--- src/rtl/core/itab_pkg.sv ---
// Shared types and constants for the interpolation lookup table.
package itab_pkg;

  localparam int MAX_POINTS_DEF = 16;
  localparam int MIN_POINTS = 2;
  localparam logic [15:0] Y_MAX = 16'hFFFF;
  localparam int DIV_STEPS = 32;

  typedef enum logic {
    KIND_WRITE = 1'b0,
    KIND_QUERY = 1'b1
  } itab_kind_t;

  typedef struct packed {
    logic [15:0] x;
    logic [15:0] y;
  } itab_point_t;

  typedef struct packed {
    logic        start;
    logic [31:0] dividend;
    logic [15:0] divisor;
  } itab_div_req_t;

  typedef struct packed {
    logic        done;
    logic [31:0] quotient;
    logic [15:0] remainder;
  } itab_div_rsp_t;

  typedef enum logic [3:0] {
    ST_IDLE,
    ST_RD_LO,
    ST_CHK_LO,
    ST_CHK_HI,
    ST_SCAN,
    ST_MUL,
    ST_DIV_GO,
    ST_DIV_WAIT,
    ST_RESULT
  } itab_state_t;

endpackage

--- src/rtl/core/itab_mem.sv ---
// Breakpoint memory: one write port, one read port with registered data.
module itab_mem
  import itab_pkg::*;
#(
  parameter int DEPTH = MAX_POINTS_DEF,
  parameter int AW = $clog2(MAX_POINTS_DEF)
) (
  input  logic          clk,
  input  logic          wr_en,
  input  logic [AW-1:0] wr_addr,
  input  itab_point_t   wr_data,
  input  logic          rd_en,
  input  logic [AW-1:0] rd_addr,
  output itab_point_t   rd_data
);

  itab_point_t mem_r [DEPTH];
  itab_point_t rd_data_r;

  always_ff @(posedge clk) begin
    if (wr_en) begin
      mem_r[wr_addr] <= wr_data;
    end
  end

  always_ff @(posedge clk) begin
    if (rd_en) begin
      rd_data_r <= mem_r[rd_addr];
    end
  end

  assign rd_data = rd_data_r;

endmodule

--- src/rtl/core/itab_div.sv ---
// Restoring divider, one quotient bit per cycle.
module itab_div
  import itab_pkg::*;
(
  input  logic          clk,
  input  logic          rst_n,
  input  itab_div_req_t req,
  output itab_div_rsp_t rsp
);

  localparam int CW = $clog2(DIV_STEPS);

  logic          busy_r;
  logic          done_r;
  logic [CW-1:0] cnt_r;
  logic [31:0]   quo_r;
  logic [15:0]   rem_r;
  logic [15:0]   den_r;
  logic [16:0]   trial;
  logic          fits;

  assign trial = {rem_r, quo_r[31]};
  assign fits  = trial >= {1'b0, den_r};

  always_ff @(posedge clk) begin
    if (!rst_n) begin
      busy_r <= 1'b0;
      done_r <= 1'b0;
      cnt_r  <= '0;
    end else begin
      done_r <= 1'b0;
      if (req.start) begin
        busy_r <= 1'b1;
        cnt_r  <= '0;
      end else if (busy_r) begin
        cnt_r <= cnt_r + CW'(1);
        if (cnt_r == CW'(DIV_STEPS - 1)) begin
          busy_r <= 1'b0;
          done_r <= 1'b1;
        end
      end
    end
  end

  always_ff @(posedge clk) begin
    if (req.start) begin
      quo_r <= req.dividend;
      rem_r <= '0;
      den_r <= req.divisor;
    end else if (busy_r) begin
      // The remainder stays below the divisor, so 16 bits hold it after the subtract.
      rem_r <= fits ? 16'(trial - {1'b0, den_r}) : trial[15:0];
      quo_r <= {quo_r[30:0], fits};
    end
  end

  assign rsp.done      = done_r;
  assign rsp.quotient  = quo_r;
  assign rsp.remainder = rem_r;

endmodule

--- src/rtl/core/itab_ctrl.sv ---
// Query sequencer: clamps, scans the table for the segment and forms the result.
module itab_ctrl
  import itab_pkg::*;
#(
  parameter int AW = $clog2(MAX_POINTS_DEF),
  parameter int CNT_W = 5
) (
  input  logic             clk,
  input  logic             rst_n,
  input  logic             start,
  input  logic [15:0]      query,
  input  logic [CNT_W-1:0] n_eff,
  output logic             idle,
  output logic             rd_en,
  output logic [AW-1:0]    rd_addr,
  input  itab_point_t      rd_data,
  output itab_div_req_t    div_req,
  input  itab_div_rsp_t    div_rsp,
  output logic             res_valid,
  input  logic             res_ready,
  output logic [15:0]      res_data
);

  itab_state_t state_r, state_nxt;

  logic [15:0]   q_r;
  logic [AW-1:0] last_r;
  logic [AW-1:0] idx_r;
  logic [15:0]   x0_r, y0_r, x1_r, y1_r;
  logic [31:0]   prod_r;
  logic          neg_r;
  logic [15:0]   res_r;

  logic          in_seg;
  logic [17:0]   val;
  logic [15:0]   val_sat;
  logic [15:0]   dy_mag;
  logic [15:0]   dx;

  assign in_seg = (x0_r <= q_r) && (q_r <= rd_data.x);
  assign dy_mag = (y1_r >= y0_r) ? (y1_r - y0_r) : (y0_r - y1_r);
  assign dx     = q_r - x0_r;

  // Floor division: a negative slope rounds the magnitude up.
  always_comb begin
    if (neg_r) begin
      val = {2'b00, y0_r} - {2'b00, div_rsp.quotient[15:0]}
            - {17'b0, div_rsp.remainder != 16'd0};
    end else begin
      val = {2'b00, y0_r} + {2'b00, div_rsp.quotient[15:0]};
    end
    if (val[17]) begin
      val_sat = 16'd0;
    end else if (val[16]) begin
      val_sat = Y_MAX;
    end else begin
      val_sat = val[15:0];
    end
  end

  always_comb begin
    state_nxt = state_r;
    unique case (state_r)
      ST_IDLE: begin
        if (start) begin
          state_nxt = (n_eff < CNT_W'(MIN_POINTS)) ? ST_RESULT : ST_RD_LO;
        end
      end
      ST_RD_LO:  state_nxt = ST_CHK_LO;
      ST_CHK_LO: state_nxt = (q_r < rd_data.x) ? ST_RESULT : ST_CHK_HI;
      ST_CHK_HI: state_nxt = (q_r > rd_data.x) ? ST_RESULT : ST_SCAN;
      ST_SCAN: begin
        if (in_seg) begin
          state_nxt = (rd_data.x == x0_r) ? ST_RESULT : ST_MUL;
        end else if (idx_r == last_r) begin
          state_nxt = ST_RESULT;
        end
      end
      ST_MUL:    state_nxt = ST_DIV_GO;
      ST_DIV_GO: state_nxt = ST_DIV_WAIT;
      ST_DIV_WAIT: begin
        if (div_rsp.done) begin
          state_nxt = ST_RESULT;
        end
      end
      ST_RESULT: begin
        if (res_ready) begin
          state_nxt = ST_IDLE;
        end
      end
      default: state_nxt = ST_IDLE;
    endcase
  end

  always_comb begin
    idle             = 1'b0;
    rd_en            = 1'b0;
    rd_addr          = '0;
    res_valid        = 1'b0;
    div_req.start    = 1'b0;
    div_req.dividend = prod_r;
    div_req.divisor  = x1_r - x0_r;
    unique case (state_r)
      ST_IDLE: idle = 1'b1;
      ST_RD_LO: begin
        rd_en   = 1'b1;
        rd_addr = '0;
      end
      ST_CHK_LO: begin
        rd_en   = 1'b1;
        rd_addr = last_r;
      end
      ST_CHK_HI: begin
        rd_en   = 1'b1;
        rd_addr = AW'(1);
      end
      ST_SCAN: begin
        rd_en   = 1'b1;
        rd_addr = idx_r + AW'(1);
      end
      ST_DIV_GO: div_req.start = 1'b1;
      ST_RESULT: res_valid = 1'b1;
      default: ;
    endcase
  end

  assign res_data = res_r;

  always_ff @(posedge clk) begin
    if (!rst_n) begin
      state_r <= ST_IDLE;
    end else begin
      state_r <= state_nxt;
    end
  end

  always_ff @(posedge clk) begin
    case (state_r)
      ST_IDLE: begin
        if (start) begin
          q_r    <= query;
          last_r <= AW'(n_eff - CNT_W'(1));
          res_r  <= 16'd0;
        end
      end
      ST_CHK_LO: begin
        x0_r  <= rd_data.x;
        y0_r  <= rd_data.y;
        res_r <= rd_data.y;
      end
      ST_CHK_HI: begin
        idx_r <= AW'(1);
        res_r <= rd_data.y;
      end
      ST_SCAN: begin
        if (in_seg) begin
          x1_r  <= rd_data.x;
          y1_r  <= rd_data.y;
          res_r <= y0_r;
        end else begin
          x0_r  <= rd_data.x;
          y0_r  <= rd_data.y;
          idx_r <= idx_r + AW'(1);
          res_r <= 16'd0;
        end
      end
      ST_MUL: begin
        prod_r <= dy_mag * dx;
        neg_r  <= y1_r < y0_r;
      end
      ST_DIV_WAIT: begin
        if (div_rsp.done) begin
          res_r <= val_sat;
        end
      end
      default: ;
    endcase
  end

endmodule

--- src/rtl/core/interp_table_u16_to_u16.sv ---
// Top level of the piecewise-linear interpolation lookup table.
//
//   Channel  Signals                                          Direction
//   in       in_valid/in_ready, in_kind, in_entry_index,      input
//            in_point_x, in_point_y, in_query
//   out      out_valid/out_ready, out_result                  output
//   cfg      cfg_wr_en, cfg_wr_data (point_count)             input
//
// A breakpoint write is written into the memory at acceptance.
// A query clamped at either table end skips the scan. An interpolated query scans up
// to its segment (one memory read per breakpoint scanned) and then waits on the
// bit-serial divider.
// Reset is synchronous and clears control state only; the table is undefined until written.
// A stalled result sits in the output register while the next transaction is accepted.
module interp_table_u16_to_u16
  import itab_pkg::*;
#(
  parameter int MAX_POINTS = MAX_POINTS_DEF
) (
  input  logic        clk,
  input  logic        rst_n,
  input  logic        in_valid,
  output logic        in_ready,
  input  logic        in_kind,
  input  logic [3:0]  in_entry_index,
  input  logic [15:0] in_point_x,
  input  logic [15:0] in_point_y,
  input  logic [15:0] in_query,
  output logic        out_valid,
  input  logic        out_ready,
  output logic [15:0] out_result,
  input  logic        cfg_wr_en,
  input  logic [4:0]  cfg_wr_data
);

  localparam int AW = $clog2(MAX_POINTS);
  localparam int CNT_W = ($clog2(MAX_POINTS + 1) > 5) ? $clog2(MAX_POINTS + 1) : 5;

  logic [4:0]       point_count_r;
  logic [CNT_W-1:0] count_ext;
  logic [CNT_W-1:0] n_eff;
  logic             in_fire;
  logic             wr_en;
  itab_point_t      wr_data;
  logic             rd_en;
  logic [AW-1:0]    rd_addr;
  itab_point_t      rd_data;
  itab_div_req_t    div_req;
  itab_div_rsp_t    div_rsp;
  logic             ctrl_idle;
  logic             res_valid;
  logic             res_ready;
  logic [15:0]      res_data;
  logic             out_valid_r;
  logic [15:0]      out_result_r;

  always_ff @(posedge clk) begin
    if (!rst_n) begin
      point_count_r <= '0;
    end else if (cfg_wr_en) begin
      point_count_r <= cfg_wr_data;
    end
  end

  assign count_ext = CNT_W'(point_count_r);
  assign n_eff     = (count_ext > CNT_W'(MAX_POINTS)) ? CNT_W'(MAX_POINTS) : count_ext;

  assign in_ready = ctrl_idle;
  assign in_fire  = in_valid && in_ready;
  // Writes to slots beyond the table depth are dropped.
  assign wr_en    = in_fire && (in_kind == KIND_WRITE)
                    && (CNT_W'(in_entry_index) < CNT_W'(MAX_POINTS));
  assign wr_data  = '{x: in_point_x, y: in_point_y};

  itab_mem #(
    .DEPTH (MAX_POINTS),
    .AW    (AW)
  ) u_mem (
    .clk     (clk),
    .wr_en   (wr_en),
    .wr_addr (AW'(in_entry_index)),
    .wr_data (wr_data),
    .rd_en   (rd_en),
    .rd_addr (rd_addr),
    .rd_data (rd_data)
  );

  itab_ctrl #(
    .AW    (AW),
    .CNT_W (CNT_W)
  ) u_ctrl (
    .clk       (clk),
    .rst_n     (rst_n),
    .start     (in_fire && (in_kind == KIND_QUERY)),
    .query     (in_query),
    .n_eff     (n_eff),
    .idle      (ctrl_idle),
    .rd_en     (rd_en),
    .rd_addr   (rd_addr),
    .rd_data   (rd_data),
    .div_req   (div_req),
    .div_rsp   (div_rsp),
    .res_valid (res_valid),
    .res_ready (res_ready),
    .res_data  (res_data)
  );

  itab_div u_div (
    .clk   (clk),
    .rst_n (rst_n),
    .req   (div_req),
    .rsp   (div_rsp)
  );

  assign res_ready = !out_valid_r || out_ready;

  always_ff @(posedge clk) begin
    if (!rst_n) begin
      out_valid_r <= 1'b0;
    end else if (res_ready) begin
      out_valid_r <= res_valid;
    end
  end

  always_ff @(posedge clk) begin
    if (res_valid && res_ready) begin
      out_result_r <= res_data;
    end
  end

  assign out_valid  = out_valid_r;
  assign out_result = out_result_r;

endmodule

--- config.mk ---
export PLATFORM = sky130hd
export DESIGN_NAME = interp_table_u16_to_u16
export DESIGN_NICKNAME = d
export VERILOG_FILES = /design/src/rtl/core/itab_pkg.sv /design/src/rtl/core/itab_mem.sv /design/src/rtl/core/itab_div.sv /design/src/rtl/core/itab_ctrl.sv /design/src/rtl/core/interp_table_u16_to_u16.sv
export SDC_FILE = /design/constraint.sdc
export NUM_CORES = 2
export LEC_CHECK = 0
export ABC_CLOCK_PERIOD_IN_PS = 13900
export BUFFER_PORTS_ARGS = -buffer_cell sky130_fd_sc_hd__buf_4
export CAP_MARGIN = 25
export CORE_MARGIN = 2
export CORE_UTILIZATION = 65
export DETAILED_ROUTE_END_ITERATION = 7
export HOLD_SLACK_MARGIN = 0.03
export PLACE_DENSITY = 0.8
export SETUP_SLACK_MARGIN = 0.15
export SYNTH_ARGS = -nofsm -noshare
export SYNTH_HDL_FRONTEND = slang
export SYNTH_HIERARCHICAL = 1
export SYNTH_SLANG_ARGS = --single-unit
--- constraint.sdc ---
create_clock -name clk -period 13.9 [get_ports clk]
set_input_delay 2.78 -clock clk [delete_from_list [all_inputs] [get_ports clk]]
set_output_delay 2.78 -clock clk [all_outputs]
set_load 0.01 [all_outputs]
# Word level (Yosys, flattened, before mapping)
# Memories as Yosys holds them, arrays and structs flattened. A register that Yosys moved wholly into a read port is not among the register bits.
# Index checks and enable logic that the tools add are counted.
totals:
  register_bits: 234
  mem_bits_rw: 512
  input_bits: 63
  output_inout_bits: 18
  elab_cells: 123
  memories: 1
op_classes:
  n_addsub: 11
  n_mul: 1
  magnitude_cmp: 9
  eq_ne: 16
  n_mux: 39
  n_bitwise: 3
  n_reduce_logical: 23
mem_list:
  columns: ["memory", "depth", "word_bits", "read_ports", "rd_ports_with_merged_regs", "wr", "line_no", "text"]
  rows:
  - ["u_mem.mem_r", 16, 32, 1, 1, 1, "itab_mem.sv:17", "itab_point_t mem_r [DEPTH];"]
op_table:
  columns: ["op", "count"]
  rows:
  - ["16-bit two-way mux", 9]
  - ["16-bit subtractor", 5]
  - ["32-bit two-way mux", 2]
  - ["16-bit case mux with 2 select lines", 2]
  - ["16-bit case mux with 4 select lines", 1]
  - ["4-bit two-way mux", 10]
  - ["4-bit case mux with 9 select lines", 1]
  - ["16-bit less-or-equal comparator", 2]
  - ["16-bit less-than comparator", 2]
  - ["16-bit by 16-bit multiplier with 32-bit output", 1]
  - ["18-bit two-way mux", 1]
  - ["18-bit by 1-bit subtractor with 18-bit output", 1]
  - ["16-bit by 16-bit adder with 17-bit output", 1]
  - ["17-bit by 16-bit greater-or-equal comparator with 1-bit output", 1]
  - ["16-bit by 16-bit subtractor with 17-bit output", 1]
  - ["16-bit == test", 1]
  - ["4-bit by 3-bit == test with 1-bit output, second input constant", 4]
  - ["16-bit greater-or-equal comparator", 1]
  - ["16-bit greater-than comparator", 1]
  - ["16-bit nonzero test", 1]
  - ["4-bit case mux with 3 select lines", 1]
  - ["1-bit two-way mux", 10]
  - ["4-bit by 2-bit == test with 1-bit output, second input constant", 2]
  - ["4-bit case mux with 2 select lines", 1]
  - ["26 further kinds", 40]

# Logic depth before layout (Yosys ltp)
logic_depth:
  ltp_word: 7
  ltp_mapped: 37

# By module
# Netlist, hierarchy kept.
modules_own_cells:
  columns: ["module", "instances", "cells_each", "area_each_um2", "seq_area_each_um2"]
  rows:
  - ["itab_mem", 1, 838, 20155.6, 16335.7]
  - ["itab_ctrl", 1, 2151, 19575.0, 4194.0]
  - ["itab_div", 1, 328, 3776.1, 1901.8]
  - ["interp_table_u16_to_u16", 1, 45, 767.0, 600.6]

# Worst setup path before layout
# OpenSTA, ideal clock, no wires.
synth_timing:
  path_type: "register to register"
  startpoint: "register u_ctrl.y0_r[1]"
  endpoint: "register u_ctrl.prod_r[31], data pin"
  setup_ns: 0.260
  arrival_ns: 8.840
  setup_slack_ns: 4.800
  path_stages_with_launch: 34
  n_path_buf: 1
  period_less_slack_ns: 9.100
  cell_sequence: "edfxtp_1 > inv_1 > fa_1 > a21o_1 > a21oi_1 > o21ai_0 > a21oi_1 > a31oi_2 > nor3_2 > buf_4 > mux2_2 > a31oi_2 > xor2_1 > nor2_1 > fa_1 > inv_1 > fa_1 > inv_1 > fa_1 > fa_1 > fa_1 > inv_1 > fa_1 > inv_1 > ha_1 > and3_1 > or4_1 > o21ai_0 > a31oi_1 > a21o_1 > o41ai_1 > o2111ai_1 > a21oi_1 > xnor2_1"
synth_between:
  elab_chain_len: 3
  elab_cells_between_ends: 5
  classes_between: "2 x add/sub; 1 x mul; 1 x order compare; 1 x mux"
synth_rtl:
  columns: ["element", "line_no", "text"]
  rows:
  - ["start, declared", "itab_ctrl.sv:29", "logic [15:0] x0_r, y0_r, x1_r, y1_r;"]
  - ["start signal, assigned", "itab_ctrl.sv:148", "y0_r <= rd_data.y;"]
  - ["start signal, assigned", "itab_ctrl.sv:162", "y0_r <= rd_data.y;"]
  - ["16-bit subtractor / 16-bit greater-or-equal comparator (equally long branches)", "itab_ctrl.sv:41", "assign dy_mag = (y1_r >= y0_r) ? (y1_r - y0_r) : (y0_r - y1_r);"]
  - ["16-bit two-way mux (*)", "itab_ctrl.sv:41", null]
  - ["16-bit by 16-bit multiplier with 32-bit output (*)", "itab_ctrl.sv:168", "prod_r <= dy_mag * dx;"]
  - ["end signal, assigned", "itab_ctrl.sv:168", null]
  - ["end, declared", "itab_ctrl.sv:30", "logic [31:0] prod_r;"]
# Mark *: on every way between the ends. The rest lies on a longest branch, timed or not.
# A chain may end at the register's enable or synchronous reset.

# Final worst setup path
layout_timing:
  startpoint: "register u_ctrl.y0_r[13]"
  endpoint: "register u_ctrl.prod_r[31], data pin"
# Same word-level chain as after synthesis.

==> results.json <==
{
  "status": "finished clean",
  "finClkSkew_ns": 0.0455,
  "dp.cells": 4251,
  "syn-num-nets": 3862,
  "tritoncts": "yes",
  "synth_mux_area_share_pct": 8.25,
  "crit_fanout": 20,
  "clkLatencyLatePin_ns": 0.65,
  "yosys.area_share.simple_pct": 8.54,
  "synth_xor_area_share_pct": 2.59,
  "hold_class": "reg2reg",
  "slowest_stage": "xnor2_1",
  "root_buffer": "clkbuf_16",
  "path_clk_slew_ns": 0.06,
  "dpl.hpwl_mm": 74.9,
  "final_cell_area_sq_um": 48700,
  "crit_arrival_ns": 11.02,
  "wl_per_cell_microns": 25.8,
  "layout.cells.non_filler": 4402,
  "htreeDepth": 3,
  "max_stage_delay_ns": 0.87,
  "portBuffers": 80,
  "vias_per_cell": 6.43,
  "synth_area_sq_um": 44300,
  "async_reset_ff_share_pct": 0,
  "fp.coreArea_sq_um": 67300,
  "synth_top_family_by_area": "adder cells",
  "reg2reg_slack_ns": 3.22,
  "grt_pass1_vias": 28800,
  "worst_pin_slew_ns": 1.11,
  "post-cts-setup-buffers": 0,
  "pin_count": 81,
  "power_mw": 11.0,
  "rsz0062_at_grt": "false",
  "powerDensity_nw_per_um2": 225,
  "critPathCaptureType": "flip-flop",
  "grt_usage_pct": 32.7,
  "die_x_microns": 265,
  "avgSynthCellArea_sq_um": 13.2,
  "fin_crit_ns": 10.68,
  "synthFlopType": "edfxtp_1",
  "grt_pass1_wl_mm": 173,
  "wirelength_mm": 114,
  "drive_gt1_share_pct": 14.3,
  "drv_cap": 0,
  "vias": 28300,
  "die_y_microns": 265,
  "final_util_pct": 72.4,
  "max_freq_ghz": 0.0937,
  "synth_cells": 3362,
  "n_antenna_cell": 0,
  "drt_first_iter_violations": 2927,
  "dr.pass1.iters": 5,
  "synthAdderAreaFrac_pct": 15.8,
  "placed_cell_area_sq_um": 46000,
  "ir_drop_mv": 0.560,
  "yosys_warnings": 6,
  "layout_commonest_cell": "edfxtp_1",
  "dieArea_sq_um": 70200,
  "nets": 3965,
  "numCtsBuffers": 80,
  "power.leakage_nw": 18.6,
  "required_ns": 14.25,
  "synth-compound-area-share_pct": 8.12,
  "relSlewSlack_pct": 25.2,
  "clk_path_buf_depth": 3,
  "drtAntennaViolNets": 0,
  "hold_viol": 0,
  "synth-seq-area-share_pct": 52.0,
  "grt_max_degree": 66,
  "clock_sinks": 778,
  "synth_edf_count": 745,
  "setup_viol": 0,
  "antenna_found_initial": 1,
  "start_kind": "flip-flop",
  "ys_ff_latch": 778,
  "cts_hold_buffers": 0,
  "fp-row-count": 95,
  "cts.repair.resized": 0,
  "report.final.slew_viol_count": 0,
  "syn2layout_area_growth_pct": 10.0,
  "start_util_pct": 65.8,
  "most-common-layout-cells": "edfxtp_1, inv_1, ha_1",
  "critical_path_class": "reg2reg",
  "fin_crit_sh_pct": 76.8,
  "gr-total-overflow": 0,
  "place_congestion": 0.944,
  "drc_errors": 0,
  "tns_ns": 0,
  "yosys.cell_types.count": 103
}
-- routing by layer --
metal	GRT usage, %	share of wire, %	wire [microns]
met1	43.8	38	43400
met2	54.2	49	55700
met3	5.65	8.7	9840
met4	12.3	4.1	4620
met5	0	0.0097	11
-- where the power goes --
group	internal [mW]	switching, mW	leakage (nW)	total, mW
sequential	2.91	0.0279	7.00	2.94
combinational	2.45	3.42	10.4	5.87
clock	1.22	0.948	1.27	2.17
-- cell usage after synthesis (all sizes together), types with 21 or more instances --
cell type	n	area (sq um)
edfxtp	745	22400
buf	55	372
dfxtp	33	661
ha	236	2950
a31oi	21	165
nor2b	32	200
nand3	43	215
nand2	231	872
a22oi	80	606
clkbuf	65	255
o21ai	84	424
mux2	37	420
a21oi	103	523
xnor2	82	718
fa	201	4020
xor2	48	428
mux4	128	2880
or3	26	169
inv	388	1460
and2	29	181
a21o	48	360
nor2	233	880
nand2b	48	308
nor3	56	290
mux2i	35	350
-- layout make-up --
| type | instances | area, sq um |
|---|---|---|
| sequential | 778 | 23000 |
| multi-input combinational | 2075 | 19300 |
| fill | 4249 | 18600 |
| clock buffer | 98 | 2090 |
| inverter | 389 | 1460 |
| timing repair buffer | 141 | 1130 |
| tap | 873 | 1090 |
| clock inverter | 48 | 568 |
-- final timing paths --
check	from	to	cells past startpoint
worst max-delay path	u_ctrl/y0_r[13]	u_ctrl/prod_r[31]	33
worst min-delay path	u_ctrl/res_data[14]	out_result[14]	0
worst max register to register	u_ctrl/y0_r[13]	u_ctrl/prod_r[31]	33
worst min register to register	u_ctrl/res_data[14]	out_result[14]	0
-- metrics by stage --
stage | setup WS, ns | hold WS [ns]
after floorplan | 4.80 | 0.400
after global placement | 3.66 | 0.402
after detailed placement | 3.44 | 0.407
after CTS | 3.37 | 0.422
after global routing | 2.75 | 0.427
final | 3.22 | 0.422
-- worst max-delay path: cells and delay by family (launching register included) --
kind	cells	cell delay, ns
AOI/OAI and AO/OA	9	2.10
buffers and inverters	6	0.34
xor gates and xnor gates	2	0.95
and+or+nand+nor	8	2.41
adders and majority gates	8	4.17
DFF	1	0.42
-- sequential cells by signal, indices dropped and copies added, names as in the netlist, 32 cells and up --
signal         cells
u_div/quo_r       32
u_ctrl/prod_r     32
u_mem/mem_r      512
u_mem/rd_data     32
-- cells by family (layout without fill, tap and decap cells) --
family	count (synthesis)	count (layout)
buf+inv	509	676
fa+ha+maj	437	437
simple gates	794	794
compound gates	514	514
flops	778	778
mux	200	200
xor+xnor	130	130
Note: power is estimated with default switching activity, not from simulation.
